`config.mk`:
```
export PLATFORM = sky130hd
export DESIGN_NAME = mjpeg_frame_deframer
export DESIGN_NICKNAME = d
export VERILOG_FILES = /design/src/hw/rtl/mjpeg_fd_pkg.sv /design/src/hw/rtl/mjpeg_frame_deframer.sv
export SDC_FILE = /design/constraint.sdc
export NUM_CORES = 1
export LEC_CHECK = 0
export ABC_AREA = 1
export BUFFER_PORTS_ARGS = -buffer_cell sky130_fd_sc_hd__buf_2
export CAP_MARGIN = 20
export CORE_ASPECT_RATIO = 0.75
export CORE_UTILIZATION = 59
export CTS_CLUSTER_DIAMETER = 30
export DETAILED_ROUTE_END_ITERATION = 6
export PLACE_DENSITY_LB_ADDON = 0.2
export SETUP_SLACK_MARGIN = 0.3
export SLEW_MARGIN = 0
export SYNTH_ARGS = -nofsm -noshare
export SYNTH_HDL_FRONTEND = slang
export SYNTH_SLANG_ARGS = --single-unit
```
`constraint.sdc`:
```
create_clock -name clock -period 3.9 [get_ports clock]
set_clock_uncertainty 0.2 [all_clocks]
set_input_delay 0.585 -clock clock [delete_from_list [all_inputs] [get_ports clock]]
set_output_delay 0.585 -clock clock [all_outputs]
set_load 0.01 [all_outputs]
```
`src/hw/rtl/mjpeg_fd_pkg.sv`:
```
package mjpeg_fd_pkg;

   localparam logic [7:0] MARK_FF  = 8'hFF;
   localparam logic [7:0] MARK_SOI = 8'hD8;
   localparam logic [7:0] MARK_EOI = 8'hD9;

   localparam int FRAME_BYTES_WIDTH = 17;
   localparam logic [FRAME_BYTES_WIDTH-1:0] MAX_FRAME_RESET = 17'd98304;

   localparam int RSP_QUEUE_DEPTH = 4;
   localparam int RSP_PTR_WIDTH   = 2;
   localparam int RSP_FILL_WIDTH  = 3;

   typedef struct packed {
      logic [7:0]                   out_byte;
      logic                         first_of_frame;
      logic                         last_of_frame;
      logic                         frame_dropped;
      logic [FRAME_BYTES_WIDTH-1:0] frame_bytes;
   } result_type;

endpackage

```
`src/hw/rtl/mjpeg_frame_deframer.sv`:
```
// Splits a motion JPEG byte stream into frames at one byte per clock. Outside
// a frame the block hunts for FF D8 and then sends FF (tuser first_of_frame)
// and D8 as two items; inside a frame every byte is passed on with its running
// count, and the D9 of FF D9 is sent with tlast and the frame length. A byte
// that would push the frame past csr_data's limit (or fill the counter) gives
// one dropped item instead and hunting resumes with that byte. Every accepted
// item is registered in the queue before it is shown. Results go through a
// four-entry output queue; req_tready is high while the queue holds two items
// or fewer, so a byte that makes two items always finds room, and a stalled
// result side holds the input back once three items are waiting. Bytes that
// make no item while hunting are still taken. csr_ready is always high; write
// the limit only while idle.
module mjpeg_frame_deframer #(
   parameter int COUNT_WIDTH = 17
) (
   input  logic        clock,
   input  logic        reset,
   input  logic        req_tvalid,
   output logic        req_tready,
   input  logic [7:0]  req_tdata,   // [7:0] stream_byte
   output logic        rsp_tvalid,
   input  logic        rsp_tready,
   output logic [31:0] rsp_tdata,   // [7:0] out_byte, [24:8] frame_bytes, rest zero
   output logic        rsp_tlast,
   output logic [1:0]  rsp_tuser,   // [0] first_of_frame, [1] frame_dropped
   input  logic        csr_valid,
   output logic        csr_ready,
   input  logic [16:0] csr_data
);

   localparam int FBW  = mjpeg_fd_pkg::FRAME_BYTES_WIDTH;
   localparam int WIDE = (COUNT_WIDTH > FBW) ? COUNT_WIDTH : FBW;
   localparam logic [COUNT_WIDTH-1:0] COUNT_TWO = COUNT_WIDTH'(2);
   localparam logic [FBW-1:0] FB_ONE = FBW'(1);
   localparam logic [FBW-1:0] FB_TWO = FBW'(2);

   logic [FBW-1:0]         max_frame_bytes_ff;
   logic                   in_frame_ff, in_frame_in;
   logic                   prev_was_ff_ff, prev_was_ff_in;
   logic [COUNT_WIDTH-1:0] byte_count_ff, byte_count_in;

   mjpeg_fd_pkg::result_type mem_ff [mjpeg_fd_pkg::RSP_QUEUE_DEPTH];
   logic [mjpeg_fd_pkg::RSP_PTR_WIDTH-1:0]  wr_ptr_ff, wr_ptr_in;
   logic [mjpeg_fd_pkg::RSP_PTR_WIDTH-1:0]  rd_ptr_ff, rd_ptr_in;
   logic [mjpeg_fd_pkg::RSP_FILL_WIDTH-1:0] fill_ff, fill_in;

   logic                     accept, pop;
   logic [1:0]               push_count;
   mjpeg_fd_pkg::result_type entry0, entry1;
   logic [WIDE-1:0]          count_wide, count_inc_wide, max_wide;
   logic [COUNT_WIDTH-1:0]   count_inc;
   logic                     over_limit, is_ff;
   mjpeg_fd_pkg::result_type head;

   assign csr_ready  = 1'b1;
   assign accept     = req_tvalid && req_tready;
   assign pop        = rsp_tvalid && rsp_tready;
   assign req_tready = (fill_ff <= mjpeg_fd_pkg::RSP_FILL_WIDTH'(2));

   assign count_inc      = byte_count_ff + COUNT_WIDTH'(1);
   assign count_wide     = WIDE'(byte_count_ff);
   assign count_inc_wide = WIDE'(count_inc);
   assign max_wide       = WIDE'(max_frame_bytes_ff);
   assign over_limit     = (count_wide >= max_wide) || (&byte_count_ff);
   assign is_ff          = (req_tdata == mjpeg_fd_pkg::MARK_FF);

   always_comb begin
      in_frame_in    = in_frame_ff;
      prev_was_ff_in = prev_was_ff_ff;
      byte_count_in  = byte_count_ff;
      push_count     = 2'd0;
      entry0         = '0;
      entry1         = '0;
      if (!in_frame_ff) begin
         if (prev_was_ff_ff && req_tdata == mjpeg_fd_pkg::MARK_SOI) begin
            in_frame_in           = 1'b1;
            prev_was_ff_in        = 1'b0;
            byte_count_in         = COUNT_TWO;
            push_count            = 2'd2;
            entry0.out_byte       = mjpeg_fd_pkg::MARK_FF;
            entry0.first_of_frame = 1'b1;
            entry0.frame_bytes    = FB_ONE;
            entry1.out_byte       = mjpeg_fd_pkg::MARK_SOI;
            entry1.frame_bytes    = FB_TWO;
         end else begin
            prev_was_ff_in = is_ff;
         end
      end else if (over_limit) begin
         in_frame_in          = 1'b0;
         prev_was_ff_in       = is_ff;
         byte_count_in        = '0;
         push_count           = 2'd1;
         entry0.frame_dropped = 1'b1;
         entry0.frame_bytes   = count_wide[FBW-1:0];
      end else begin
         push_count         = 2'd1;
         entry0.out_byte    = req_tdata;
         entry0.frame_bytes = count_inc_wide[FBW-1:0];
         if (prev_was_ff_ff && req_tdata == mjpeg_fd_pkg::MARK_EOI) begin
            in_frame_in          = 1'b0;
            prev_was_ff_in       = 1'b0;
            byte_count_in        = '0;
            entry0.last_of_frame = 1'b1;
         end else begin
            prev_was_ff_in = is_ff;
            byte_count_in  = count_inc;
         end
      end
   end

   always_comb begin
      wr_ptr_in = wr_ptr_ff;
      rd_ptr_in = rd_ptr_ff;
      fill_in   = fill_ff;
      if (accept) begin
         wr_ptr_in = wr_ptr_ff + mjpeg_fd_pkg::RSP_PTR_WIDTH'(push_count);
         fill_in   = fill_in + mjpeg_fd_pkg::RSP_FILL_WIDTH'(push_count);
      end
      if (pop) begin
         rd_ptr_in = rd_ptr_ff + mjpeg_fd_pkg::RSP_PTR_WIDTH'(1);
         fill_in   = fill_in - mjpeg_fd_pkg::RSP_FILL_WIDTH'(1);
      end
   end

   always_ff @(posedge clock) begin
      if (reset) begin
         max_frame_bytes_ff <= mjpeg_fd_pkg::MAX_FRAME_RESET;
         in_frame_ff        <= 1'b0;
         prev_was_ff_ff     <= 1'b0;
         byte_count_ff      <= '0;
         wr_ptr_ff          <= '0;
         rd_ptr_ff          <= '0;
         fill_ff            <= '0;
      end else begin
         if (csr_valid && csr_ready) begin
            max_frame_bytes_ff <= csr_data;
         end
         if (accept) begin
            in_frame_ff    <= in_frame_in;
            prev_was_ff_ff <= prev_was_ff_in;
            byte_count_ff  <= byte_count_in;
         end
         wr_ptr_ff <= wr_ptr_in;
         rd_ptr_ff <= rd_ptr_in;
         fill_ff   <= fill_in;
      end
   end

   always_ff @(posedge clock) begin
      if (accept && push_count != 2'd0) begin
         mem_ff[wr_ptr_ff] <= entry0;
      end
      if (accept && push_count == 2'd2) begin
         mem_ff[wr_ptr_ff + mjpeg_fd_pkg::RSP_PTR_WIDTH'(1)] <= entry1;
      end
   end

   assign head       = mem_ff[rd_ptr_ff];
   assign rsp_tvalid = (fill_ff != '0);
   assign rsp_tdata  = {7'd0, head.frame_bytes, head.out_byte};
   assign rsp_tlast  = head.last_of_frame;
   assign rsp_tuser  = {head.frame_dropped, head.first_of_frame};

endmodule

```
### Yosys cells after proc, flatten, opt, wreduce, memory -nomap -nowiden

Memories as Yosys holds them, arrays and structs flattened. A register that Yosys moved wholly into a read port is not among the register bits.
Cells that the tools add are included.

* input bits: 30
* logic and storage cells: 69
* flip-flop bits (word level): 43
* memories: 1
* RAM bits: 112
* output and inout bits: 38

* equal/unequal tests: 4
* magnitude comparators: 2
* mux-type cells: 37
* reductions and logical operators: 12
* $add $sub $neg: 6

Memories
* mem_ff: words 4, bits a word 28, read ports 1, clocked after memory_dff 1, write ports 2, line mjpeg_frame_deframer.sv:42 `mjpeg_fd_pkg::result_type mem_ff [mjpeg_fd_pkg::RSP_QUEUE_DEPTH];`

Operators with widths (number)
* 2-to-1 mux 17 bit: 6
* 2-to-1 mux 8 bit: 4
* equality test 8 bit (second input constant): 3
* adder 17 x 1 -> 17 bit (second input constant): 1
* >= comparator 17 bit: 1
* 2-to-1 mux 1 bit: 17
* AND reduction 17 bit: 1
* 2-to-1 mux 2 bit: 7
* 2-to-1 mux 9 bit: 1
* logical AND 1 bit: 6
* 2-to-1 mux 3 bit: 2
* adder 2 x 1 -> 2 bit (second input constant): 2
* nonzero test 2 bit: 2
* adder 3 x 2 -> 3 bit: 1
* <= comparator 3 x 2 -> 1 bit (second input constant): 1
* nonzero test 3 bit: 1
* subtractor 3 x 1 -> 3 bit (second input constant): 1
* adder 2 bit: 1
* equality test 2 bit (second input constant): 1
* AND reduction 2 bit: 1
* logical OR 1 bit: 1

### Depth between registers and ports, before layout

* word-level depth: 8
* depth in mapped cells: 20
* gate-level depth less buffers: 19

### Worst setup path before layout

Ideal clock, no wire load.

* kind: register to register
* from: register byte_count_ff[1]
* to: memory mem_ff[0][27] (netlist bit), data pin
* library setup time: 262 ps
* data required time: 3438 ps
* stages on the path, launching flop included: 18
* path buffers: 0
* arrival: 2227 ps
* clock period less this slack: 2689 ps
* slack: 1211 ps
* cells stage by stage: dfxtp_1 ha_1 nand3_1 nor2_1 inv_1 nor2_1 nand2_1 nor3_1 nand2_1 nor4_1 ha_1 nor2_1 nand3_1 nor2_1 nand4_1 inv_1 a21oi_1 nor2_1

RTL lines
* start: declaration: line mjpeg_frame_deframer.sv:40 `logic [COUNT_WIDTH-1:0] byte_count_ff, byte_count_in;`
* start signal: assignment: line mjpeg_frame_deframer.sv:141 `byte_count_ff <= byte_count_in;`
* end: declaration: line mjpeg_frame_deframer.sv:42

==> results.ini <==
[status]
status = completed

[clock_network]
clk_pin_slew_ns = 0.06
cts-resized-gates = 0
cts_buffer_depth = 2
cts_setup_buffers = 0
htreeDepth = 4
cts_root_buf = clkbuf_16
cts_tree = yes
cts_num_sinks = 157
clk_latency_ns = 0.43
numCtsBuffers = 17
cts_hold_buffers = 0

[logic_synthesis]
synth-edff-count = 20
synth_top_area_share_pct = 35.4
ys_top_cells_by_area = dfxtp_1, nand2_1, o21ai_0
ys_ff_latch = 157
seq_area_frac_synth_pct = 43.2
synthFlopType = dfxtp_1
ys_types = 39
synthCells = 1087
avgSynthCellArea_um2 = 7.12
synth_top_cell_by_area = dfxtp_1
ys.warnings.count = 0
synth-async-reset-ratio_pct = 0
syn_area_um2 = 7740

[routing]
finalWirelength_um = 20500
wl_per_cell_um = 15.8
ant_nets = 0
drc_errors = 0
top_layer_used = met4
wl_met1_um = 9260
via_per_inst = 5.67
first_pass_iters = 5
wl_met3_um = 1620
wl_met2_um = 9300
vias = 7376
drt_first_iter_violations = 740

[pwr]
total_leakage_power_nw = 4.00
power_density_nw_per_um2 = 484
p_clk_share_pct = 41.7
power_frac_comb_pct = 17.4
p_switching_mw = 1.23
p_sw_share_pct = 29.3
sequentialPowerShare_pct = 40.8
irDropWorstVdd_mv = 0.364
p_int_mw = 2.97

[sta]
grt_setup_unrepaired = yes
postLayoutSetupSlackWorst_ns = 0.577
finalCriticalPeriod_ns = 3.32
slew_violations = 0
hold_violations = 0
setup_tns_ns = 0
holdWs_ns = 0.181
worstMarginPinSlew_ns = 0.909
period_share_pct = 85.2
relSlewSlack_pct = 39.3
clock.fmax_mhz = 301
finalSetupViolations = 0

[placed_design]
post-place-ws_ns = 0.532
hpwl_um = 13200
portBuffers = 59
gp_congestion = 0.938
dp_cells = 1269

[cells_and_area]
fill_cells = 1088
area_growth_pct = 12.0
num_antenna_cells = 0
layout_common_cells = nand2_1, dfxtp_1, o21ai_0, nor2_1, nand3_1
finalNetCount = 1175
final_cells = 1301
fin_util_pct = 69.2
final_common_cell = nand2_1
drive_above_1_share_pct = 11.2

[floorplan]
core_um2 = 12500
fp.dieArea_um2 = 13600
start_util_pct = 61.8
die_x_um = 134
ios = 68
row_count = 35
dieHeight_um = 101

[global_route]
grt_pass1_wl_um = 33600
antenna_found_initial = 0
grt_pass1_vias = 6886
track_usage_pct = 31.7
overflow = 0
grt_start_max_net_pins = 66

[setup_path]
end_kind = flip-flop
rr_worst_depth = 19
worstPathArrival_ns = 3.49
path_class = reg2reg
cp-start-kind = flip-flop
r2r-end = mem_ff[2][2]
crit_end = mem_ff[2][2]
critPathRequiredTime_ns = 4.07
crit_start = byte_count_ff[1]
r2r_slack_ns = 0.58
crit_fanout = 41
reg2reg_from = byte_count_ff[1]

[flow_run]
drv_cap = 0

[min_path]
min_path_type = in2reg
holdPathStages = 3

==> final cells by class <==
cell class                 instances  area, µm²  share of cell area (%)
tap                              166        208                    2.40
inverter                          91        347                    4.00
multi-input combinational        786       3780                    43.5
clock inverter                    14        179                    2.06
clock buffer                      18        439                    5.06
timing repair buffer              69        378                    4.36
sequential                       157       3340                    38.6
==> how the worst min path moves through the flow <==
stage                                         to  slack (ns)           from
final                      max_frame_bytes_ff[0]        0.18    csr_data[0]
after CTS                 max_frame_bytes_ff[16]        0.17   csr_data[16]
after floorplan                    mem_ff[2][19]        0.21  mem_ff[2][19]
after global placement             mem_ff[2][19]        0.22  mem_ff[2][19]
after detailed placement            mem_ff[2][2]        0.23   mem_ff[2][2]
after global routing      max_frame_bytes_ff[16]        0.18   csr_data[16]
==> synthesized netlist by cell type, drive strengths merged (2+ instances only) <==
| master | n |
|---|---|
| clkbuf | 33 |
| nand3 | 92 |
| ha | 22 |
| o21ai | 127 |
| nand2 | 297 |
| edfxtp | 20 |
| nor2 | 121 |
| or2 | 2 |
| inv | 90 |
| o22ai | 28 |
| nor3 | 8 |
| conb | 2 |
| buf | 26 |
| a21oi | 55 |
| dfxtp | 137 |
| xor2 | 7 |
| nand4 | 11 |
==> kinds of logic after synthesis <==
| family | Yosys count | synth area share (%) |
|---|---|---|
| compound gates | 211 | 14.3 |
| xor+xnor | 8 | 0.905 |
| fa+ha+maj | 23 | 3.81 |
| buf+inv | 150 | 8.37 |
| flops | 157 | 43.2 |
| mux | 1 | 0.129 |
| other cells | 2 | 0.0970 |
| simple gates | 535 | 29.2 |
==> sequential cells by signal (all words and copies together) (netlist names), named ones only <==
register,cells
fill_ff,3
prev_was_ff_ff,1
byte_count_ff,17
rd_ptr_ff,2
max_frame_bytes_ff,17
in_frame_ff,1
wr_ptr_ff,2
mem_ff,112
==> stage by stage <==
stage	power, mW	cell area, µm²
6_report	4.20	8670
5_1_grt	4.35	8670
4_1_cts	4.19	8660
3_5_place_dp	2.47	8040
3_3_place_gp	2.46	8040
2_1_floorplan	2.22	7760
==> routing by layer <==
| metal | GRT usage (%) | vias to the layer above |
|---|---|---|
| li1 | - | 3628 |
| met5 | 0 | - |
| met1 | 42.0 | 3395 |
| met4 | 11.8 | 0 |
| met2 | 51.8 | 317 |
| met3 | 6.26 | 36 |
==> worst max-delay path, cell delays in order (launching register included) <==
cell     delay (ns)
dfxtp_1        0.42
ha_1           0.24
nand3_1        0.14
nor2_1         0.11
inv_1          0.06
nor2_1         0.16
nand2_1        0.10
nor3_1         0.14
nand2_1        0.07
nor4_1         0.23
ha_1           0.21
nor2_1         0.04
nand3_1        0.07
nor2_1         0.07
nand3_1        0.11
buf_8          0.25
nand2_1        0.17
o21ai_0        0.24
nand3_1        0.13
nand2_1        0.08
==> power groups by stage <==
stage / clock network (mW) / registers (mW) / logic [mW]
after floorplan: 0 / 1.74 / 0.484
after CTS: 1.75 / 1.71 / 0.725
final: 1.75 / 1.71 / 0.732
after global placement: 0 / 1.75 / 0.713
after detailed placement: 0 / 1.75 / 0.720
after global routing: 1.82 / 1.72 / 0.809
(Power assumes the default switching activity.)
